### src/rtl/tpt_pkg.sv
package tpt_pkg;

  localparam int TableDepth = 32;
  localparam int IdxW = $clog2(TableDepth);
  localparam int QueueDepth = 2;

  typedef enum logic [2:0] {
    CMD_INIT   = 3'd0,
    CMD_ACK    = 3'd1,
    CMD_FIND   = 3'd2,
    CMD_ISCLI  = 3'd3,
    CMD_REMOVE = 3'd4
  } cmd_t;

  typedef enum logic [1:0] {
    RES_OK   = 2'd0,
    RES_MISS = 2'd1,
    RES_FULL = 2'd2
  } res_t;

  typedef struct packed {
    logic [15:0] sock;
    logic [15:0] tag;
    logic [15:0] port;
  } side_t;

  typedef struct packed {
    logic [31:0] id;
    side_t       adm;
    side_t       cln;
    logic [7:0]  status;
  } entry_t;

  // classified command travelling from front to back
  typedef struct packed {
    logic        is_init;
    logic        is_ack;
    logic        is_find;
    logic        is_iscli;
    logic        is_remove;
    side_t       adm;
    side_t       cln;
    logic [31:0] tunnel_id;
    logic [7:0]  new_status;
  } op_t;

  typedef enum logic [1:0] {
    BK_IDLE,
    BK_EXEC,
    BK_DONE
  } bk_state_t;

endpackage

### src/rtl/tpt_front.sv
module tpt_front
  import tpt_pkg::*;
(
  input  logic        clk,
  input  logic        rst_n,
  input  logic        start,
  output logic        busy,
  input  logic [2:0]  in_command,
  input  logic [15:0] in_socket_a,
  input  logic [15:0] in_tag_a,
  input  logic [15:0] in_port_a,
  input  logic [15:0] in_socket_b,
  input  logic [15:0] in_tag_b,
  input  logic [15:0] in_port_b,
  input  logic [31:0] in_tunnel_id,
  input  logic [7:0]  in_new_status,
  output logic        op_valid,
  output op_t         op,
  input  logic        op_pop
);

  localparam int QW = $clog2(QueueDepth);

  op_t            q_r [QueueDepth];
  logic [QW-1:0]  wp_r, rp_r;
  logic [QW:0]    cnt_r;
  op_t            cls;
  logic           push;

  always_comb begin
    cls           = '0;
    cls.is_init   = (in_command == CMD_INIT);
    cls.is_ack    = (in_command == CMD_ACK);
    cls.is_find   = (in_command == CMD_FIND);
    cls.is_iscli  = (in_command == CMD_ISCLI);
    cls.is_remove = (in_command == CMD_REMOVE);
    cls.adm       = '{sock: in_socket_a, tag: in_tag_a, port: in_port_a};
    cls.cln       = '{sock: in_socket_b, tag: in_tag_b, port: in_port_b};
    cls.tunnel_id = in_tunnel_id;
    cls.new_status = in_new_status;
  end

  assign busy     = (cnt_r == QW'(0) + (QW+1)'(QueueDepth));
  assign push     = start && !busy;
  assign op_valid = (cnt_r != '0);
  assign op       = q_r[rp_r];

  always_ff @(posedge clk) begin
    if (push) q_r[wp_r] <= cls;
  end

  always_ff @(posedge clk) begin
    if (!rst_n) begin
      wp_r  <= '0;
      rp_r  <= '0;
      cnt_r <= '0;
    end else begin
      if (push) wp_r <= QW'(wp_r + 1'b1);
      if (op_pop) rp_r <= QW'(rp_r + 1'b1);
      cnt_r <= cnt_r + (QW+1)'(push) - (QW+1)'(op_pop);
    end
  end

`ifndef NO_ASSERTIONS
  a_no_overflow: assert property (@(posedge clk) disable iff (!rst_n)
    push |-> cnt_r < (QW+1)'(QueueDepth)) else $error("queue overflow");
  a_no_underflow: assert property (@(posedge clk) disable iff (!rst_n)
    op_pop |-> op_valid) else $error("queue underflow");
  a_cnt_range: assert property (@(posedge clk) disable iff (!rst_n)
    cnt_r <= (QW+1)'(QueueDepth)) else $error("queue count out of range");
`endif

endmodule

### config.mk
export PLATFORM = sky130hd
export DESIGN_NAME = tpt_front
export DESIGN_NICKNAME = d
export VERILOG_FILES = /design/src/rtl/tpt_pkg.sv /design/src/rtl/tpt_front.sv
export SDC_FILE = /design/constraint.sdc
export NUM_CORES = 1
export LEC_CHECK = 0
export BUFFER_PORTS_ARGS = -buffer_cell sky130_fd_sc_hd__buf_4
export CAP_MARGIN = 25
export CORE_MARGIN = 2
export CORE_UTILIZATION = 50
export DETAILED_ROUTE_END_ITERATION = 8
export PLACE_DENSITY = 0.76
export SLEW_MARGIN = 20
export SYNTH_ARGS = -nofsm -noshare
export SYNTH_HDL_FRONTEND = slang
export SYNTH_SLANG_ARGS = --single-unit
### constraint.sdc
create_clock -name clk -period 18.91 [get_ports clk]
set_clock_uncertainty 0.2 [all_clocks]
set_input_delay 3.782 -clock clk [delete_from_list [all_inputs] [get_ports clk]]
set_output_delay 3.782 -clock clk [all_outputs]
set_load 0.005 [all_outputs]
Word-level counts from Yosys, hierarchy flattened --
Memories as Yosys holds them, arrays and structs flattened. A register that Yosys moved wholly into a read port is not among the register bits. Index checks and enable logic that the tools add are counted.
Cells by class: add/subtract/negate cells 4, multiplexer cells 4, equality and inequality tests 5, reductions and logical operators 4
Operator list (number):
- $eq A3 B2 Y1 const B | 2
- $mux W1 | 4
- $eq A3 B1 Y1 const B | 1
- $eq A3 B3 Y1 const B | 1
- $logic_not A3 Y1 | 1
- $add A1 B1 Y1 const B | 2
- $add A2 B1 Y2 | 1
- $eq A2 B2 Y1 const B | 1
- $reduce_bool A2 Y1 | 1
- $sub A2 B1 Y2 | 1
- $logic_and A1 B1 Y1 | 1
- $logic_not A1 Y1 | 1
Word-level totals: memory bits (writable) 282, memories kept 1, bits in registers 4, output and inout port bits 143, word-level logic and storage cells 21
Memories:
- q_r | words 2, width 141, rd ports 1, clocked after Yosys merged registers in 1, wr ports 1, line tpt_front.sv:24 | op_t q_r [QueueDepth];

Longest topological paths before layout --
Gate-level depths: netlist of run 1.
depth in word-level cells 5, gate-level depth with buffers 8

Worst setup path before layout of run 1 --
OpenSTA, ideal clock, no wires.
path type input -> register, start point in start, end point mem q_r[0][0] in the netlist's numbering (enable), arrival 9731 ps, required time 18067 ps, path slack 8336 ps, library setup time 643 ps, buffers on the path 0, stages 2, cell sequence nand2_1 > nor2_1
Between the ends: word-level cells in the longest chain between the ends 3
Ends and longest elaborated chain:
- start: declaration | line tpt_front.sv:6 | input logic start,
- $logic_and A1 B1 Y1 | line tpt_front.sv:44 | assign push = start && !busy;
- $mux W1 | line tpt_front.sv:49 | if (push) q_r[wp_r] <= cls;
- $mux W1 (implied by the code) | line tpt_front.sv:49
- end: declaration | line tpt_front.sv:24
No other way between the ends.

==> run_results.csv, run 1 <==
group,metric,value,unit
yosys,ys_types,21,
worst_setup_path,crit_path_max_fanout,62,
clock_network,cts.clk_slew.worst_paths,0.06,ns
clock_network,clock_insertion_delay_worst_skew,0.54,ns
placement,pre_cts_ws,12.62,ns
grt,grt_max_degree,77,
yosys,synth_cells,470,
run_status,status,"finished, final reports clean",
detailed_routing,wire_per_inst,18.7,µm
die,io_pins,286,
sta,hold_viol_final,0,
worst_setup_path,worstSetupPathType,"flop to primary output",
detailed_routing,drt_iter0_markers,254,
worst_setup_path,critPathRequiredTime,14.93,ns
yosys,ys_seq_elements,287,
yosys,synth_top_area_cell,"edfxtp_1",
finish,most-common-layout-cells,"290 x buf_4, 282 x edfxtp_1, 90 x mux2_4",
worst_setup_path,path_common_cell,"buf_4",
min_path,hp-class,"flop to flop",
grt,grt_pass1_wl,28900,µm
finish,layout_commonest_cell,"buf_4",
sta,tightest_slew,0.957,ns
sta,period_needed,6.60,ns
worst_setup_path,cp-start-kind,"flop",
detailed_routing,vias,5344,
grt,grt_pass1_vias,5541,
worst_setup_path,cpPeakStageDelay,0.81,ns
detailed_routing,drt_wl_total,20100,µm
sta,setup_slack,12.31,ns
sta,slew_violations,0,
placement,io_buffers,285,
die,die_h,151,µm
clock_network,htreeDepth,1,
power,power_density,112,nW/µm²
finish,area_delta_synth_final,31.1,%
yosys,synth_top_cell_area_share,0.783,
power,p_leak,5.49,nW
die,start_util,0.511,
finish,utilization,0.670,
placement,gp_congestion,0.766,
die,fp-row-count,53,
grt,antenna_found_initial,1,
finish,n_fill_cell,1363,
clock_network,ctsLongestPathBuffers,3,
die,dieArea,22800,µm²
finish,drive_above_1_share,0.596,
worst_setup_path,endpoint_kind,"primary output",
sta,maxSlewHeadroom,0.362,
grt,grt_usage,0.166,
worst_setup_path,critical-path-slowest-cell,"buf_4",
detailed_routing,ant_nets,0,
finish,stdcell_count,1075,
die,die_w,151,µm
placement,dp_cells,1019,
grt,grt.overflow.total,0,
yosys,syn_nets,615,
detailed_routing,vias_per_cell,4.97,
sta,fin_tns_setup,0,ns
clock_network,cts.repair_timing.setup_buffer_count,0,
finish,nets,922,
clock_network,cts_made_buffers,29,
yosys,synth.avg_cell_area,23.0,µm²
detailed_routing,drt-pass1-iter-count,4,
sta,rsz0062_at_grt,"no",
yosys,seq_area_frac_synth,0.793,
job,maxCapViolations,0,
worst_setup_path,path_cells,"buf_4 > mux2_2 > buf_4",
sta,max_freq,151,MHz
clock_network,cts.sinks,287,
clock_network,cts_root_buf,"clkbuf_16",
clock_network,post_cts_resized,0,
yosys,yosys_warnings,0,
yosys,synthTopCellsByArea,"edfxtp_1 78%, mux2_4 12%, mux2_2 5.3%, buf_6 1.0%, dfxtp_1 0.93%",
worst_setup_path,crit_arrival,2.62,ns
sta,fin_crit_sh,0.349,
clock_network,cts_hold_buf,0,
detailed_routing,drc,0,
power,peakVddDrop,0.0000833,V
yosys,netlist_area,10800,µm²
sta,final-setup-viol-count,0,
clock_network,tritoncts,"yes",
die,core_area,21200,µm²
placement,dp_hpwl,13400,µm
-- critical path: cells and delay by family, from the launching register on --
| kind | cells | cell delay, ns |
|---|---|---|
| buffers and inverters | 2 | 0.95 |
| flip-flops | 1 | 0.65 |
| multiplexers | 1 | 0.42 |
-- layer usage --
| metal | part of all wire | GRT usage |
|---|---|---|
| met5 | 0 | 0 |
| met4 | 0.025 | 0.0500 |
| met3 | 0.099 | 0.0575 |
| met2 | 0.49 | 0.281 |
| met1 | 0.39 | 0.202 |
-- state kept, by name (all words and copies together) (netlist names), named ones only --
name   cells
cnt_r      2
wp_r       1
rp_r       1
q_r      282
-- synthesized netlist by cell type, drive strengths merged --
library cell  count
nand2             2
mux2i             1
nor3b             3
nor2              4
or2               1
edfxtp          282
nor3              2
nand2b            2
xnor2             1
mux2            141
inv               3
buf              16
and2              2
and3              1
xor2              1
dfxtp             5
and3b             1
ha                2
-- report_power, final --
part	internal (mW)	leakage [nW]	switching, mW
combinational	0.140	2.38	0.102
sequential	0.777	2.67	0.0183
clock	0.321	0.437	0.224
-- path summary, 6_finish.rpt --
path                 start          end  slack (ns)  depth (start not counted)
hold reg to reg   cnt_r[1]     cnt_r[1]        0.33                          2
setup / recovery      flop      op[128]       12.31                          3
hold / removal    cnt_r[1]     cnt_r[1]        0.33                          2
setup reg to reg  cnt_r[0]  q_r[1][122]       16.15                          4
-- through the flow --
stage	total power, mW	area (µm²)	hold slack, ns
2_1_floorplan	0.937	10800	0.255
3_5_place_dp	1.05	13200	0.320
6_report	1.58	14200	0.331
3_3_place_gp	1.04	13200	0.303
4_1_cts	1.60	14100	0.336
5_1_grt	1.65	14200	0.359
-- final cells by class --
class                           count  area, µm²  area share
Multi-Input combinational cell    164       2090       0.148
Clock inverter                     19        174      0.0123
Timing Repair Buffer              292       2230       0.158
Inverter                            3       11.3    0.000795
Sequential cell                   287       8570       0.605
Tap cell                          275        344      0.0243
Antenna cell                        1       2.50    0.000177
Clock buffer                       34        744      0.0525
-- cell families after synthesis --
kind of cell | count (synthesis) | share of synthesized area
simple gates | 18 | 0.00937
mux | 142 | 0.179
buf+inv | 19 | 0.0152
fa+ha+maj | 2 | 0.00231
xor+xnor | 2 | 0.00162
flops | 287 | 0.793
(Power assumes the default switching activity.)
==> run 2: changes to the inputs <==
--- a/config.mk
+++ b/config.mk
@@ -8,9 +8,9 @@
 export BUFFER_PORTS_ARGS = -buffer_cell sky130_fd_sc_hd__buf_4
 export CAP_MARGIN = 25
 export CORE_MARGIN = 2
-export CORE_UTILIZATION = 50
+export CORE_UTILIZATION = 47
 export DETAILED_ROUTE_END_ITERATION = 8
-export PLACE_DENSITY = 0.76
+export PLACE_DENSITY = 0.75
 export SLEW_MARGIN = 20
 export SYNTH_ARGS = -nofsm -noshare
 export SYNTH_HDL_FRONTEND = slang
==> constraint.sdc (replaced) <==
create_clock -name clk -period 5.7 [get_ports clk]
set_clock_uncertainty 0.2 [all_clocks]
set_input_delay 1.14 -clock clk [delete_from_list [all_inputs] [get_ports clk]]
set_output_delay 1.14 -clock clk [all_outputs]
set_load 0.005 [all_outputs]
==> run 2 against run 1 <==
Effect of this change: utilization decreased by 4.6 points; cell count is 0.37% higher; global-route usage shrank 0.46 points; sequential cell count did not move; clock power grew to 3.3 times the previous value; non-clock buffer count shrank 2; first-iteration DRC count down 13%; via count increased by 0.99%; register-to-register slack got worse by 13 ns; total power grew to 3.3 times the previous value; largest power group unchanged; highest routed layer unchanged.
==> run_results.csv, run 2 (synthesized netlist as in run 1, its figures left out) <==
group,metric,value,unit
worst_setup_path,worstSetupPathType,"flop to primary output",
power,peakVddDrop,0.000288,V
sta,tightest_slew,0.990,ns
placement,gp_congestion,0.741,
detailed_routing,drt-pass1-iter-count,4,
clock_network,cts.sinks,287,
grt,grt.overflow.total,0,
sta,max_freq,255,MHz
clock_network,cts_hold_buf,0,
finish,layout_commonest_cell,"buf_4",
sta,slew_violations,0,
job,maxCapViolations,0,
clock_network,ctsLongestPathBuffers,3,
worst_setup_path,cpPeakStageDelay,0.99,ns
sta,fin_tns_setup,0,ns
finish,area_delta_synth_final,30.7,%
detailed_routing,drc,0,
finish,n_fill_cell,1580,
clock_network,cts.repair_timing.setup_buffer_count,0,
power,power.switching,1.13,mW
finish,num_antenna_cells,0,
clock_network,cts_root_buf,"clkbuf_16",
detailed_routing,drt_wl_total,20600,µm
die,fp-row-count,55,
sta,period_needed,3.93,ns
placement,dp_hpwl,13700,µm
worst_setup_path,path_common_cell,"buf_4",
sta,holdWs,0.322,ns
power,pwr-share-clk,0.341,
clock_network,clock_insertion_delay_worst_skew,0.52,ns
sta,maxSlewHeadroom,0.340,
finish,reg_top3,"q_r x282, cnt_r x2",
sta,hold_viol_final,0,
clock_network,tritoncts,"yes",
die,die_w,156,µm
sta,final-setup-viol-count,0,
detailed_routing,wire_per_inst,19.1,µm
worst_setup_path,timing.critical_path.buf_inv,2,
detailed_routing,drt_iter0_markers,221,
finish,utilization,0.624,
grt,antenna_found_initial,0,
clock_network,post_cts_resized,0,
detailed_routing,ant_nets,0,
clock_network,cts_made_buffers,29,
finish,nets,920,
clock_network,htreeDepth,1,
power,pwr-share-comb,0.151,
clock_network,cts.clk_slew.worst_paths,0.06,ns
power,p_int,4.10,mW
grt,grt_max_degree,87,
power,seqPwrFrac,0.508,
min_path,hp-class,"flop to flop",
worst_setup_path,endpoint_kind,"primary output",
grt,grt_pass1_wl,30400,µm
finish,most-common-layout-cells,"288 x buf_4, 282 x edfxtp_1, 90 x mux2_4",
worst_setup_path,cp-start-kind,"flop",
finish,drive_above_1_share,0.596,
die,io_pins,286,
run_status,status,"finished, final reports clean",
finish,largest-register,"q_r",
grt,grt_usage,0.161,
die,core_area,22600,µm²
sta,rsz0062_at_grt,"no",
power,netSwitchingFraction,0.215,
worst_setup_path,crit_path_max_fanout,58,
die,die_h,156,µm
die,dieArea,24200,µm²
worst_setup_path,crit_arrival,2.59,ns
die,start_util,0.478,
finish,largest_register_ffs,282,
detailed_routing,vias,5397,
worst_setup_path,critPathRequiredTime,4.36,ns
worst_setup_path,path_cells,"buf_4 > mux2_2 > buf_4",
detailed_routing,vias_per_cell,5.00,
placement,io_buffers,285,
power,p_leak,5.48,nW
grt,grt_pass1_vias,5646,
worst_setup_path,critical-path-slowest-cell,"dfxtp_4",
power,power_density,370,nW/µm²
sta,fin_crit_sh,0.689,
worst_setup_path,cp_top_family,"flip-flops",
run 2: final timing paths:
check	from	end	slack [ns]	cells past startpoint
worst max-delay path	flop	op[118]	1.77	3
worst min-delay path	rp_r	flop	0.32	2
worst max register to register	cnt_r[0]	q_r[1][129]	3.26	3
worst min register to register	rp_r	flop	0.32	2
run 2: metal layers:
metal	wire, µm	global-route usage	share of wire	vias up
met3	1970	0.0514	0.096	37
met4	482	0.0472	0.023	0
met1	8020	0.200	0.39	2659
met5	0	0	0	-
met2	10100	0.273	0.49	238
li1	-	-	-	2463
run 2: layout make-up:
| type | count | area [µm²] | share of cell area |
|---|---|---|---|
| Inverter | 3 | 11.3 | 0.000797 |
| Timing Repair Buffer | 290 | 2200 | 0.156 |
| Multi-Input combinational cell | 164 | 2090 | 0.148 |
| Clock buffer | 35 | 748 | 0.0530 |
| Sequential cell | 287 | 8570 | 0.607 |
| Clock inverter | 15 | 146 | 0.0104 |
| Tap cell | 285 | 357 | 0.0252 |
run 2: power groups by stage:
stage	sequential, mW	combinational (mW)	clock, mW
final	2.65	0.791	1.78
after global routing	2.67	0.849	1.91
after detailed placement	2.70	0.800	0
after global placement	2.68	0.780	0
after floorplan	2.68	0.410	0
after CTS	2.66	0.805	1.83
run 2: through the flow:
step           power (mW)  cells  instance area, µm²  worst slack [ns]
6_report             5.22   1079               14100              1.77
5_1_grt              5.43   1079               14100              1.63
4_1_cts              5.29   1079               14100              1.71
3_5_place_dp         3.50   1029               13200              2.28
3_3_place_gp         3.46   1029               13200              2.33
2_1_floorplan        3.09    470               10800             0.149
run 2: worst register-to-register path, cell delays in order, from the launching register on:
cell      delay [ns]
dfxtp_1         0.34
nand2b_1        0.16
and3_4          0.73
buf_12          0.49
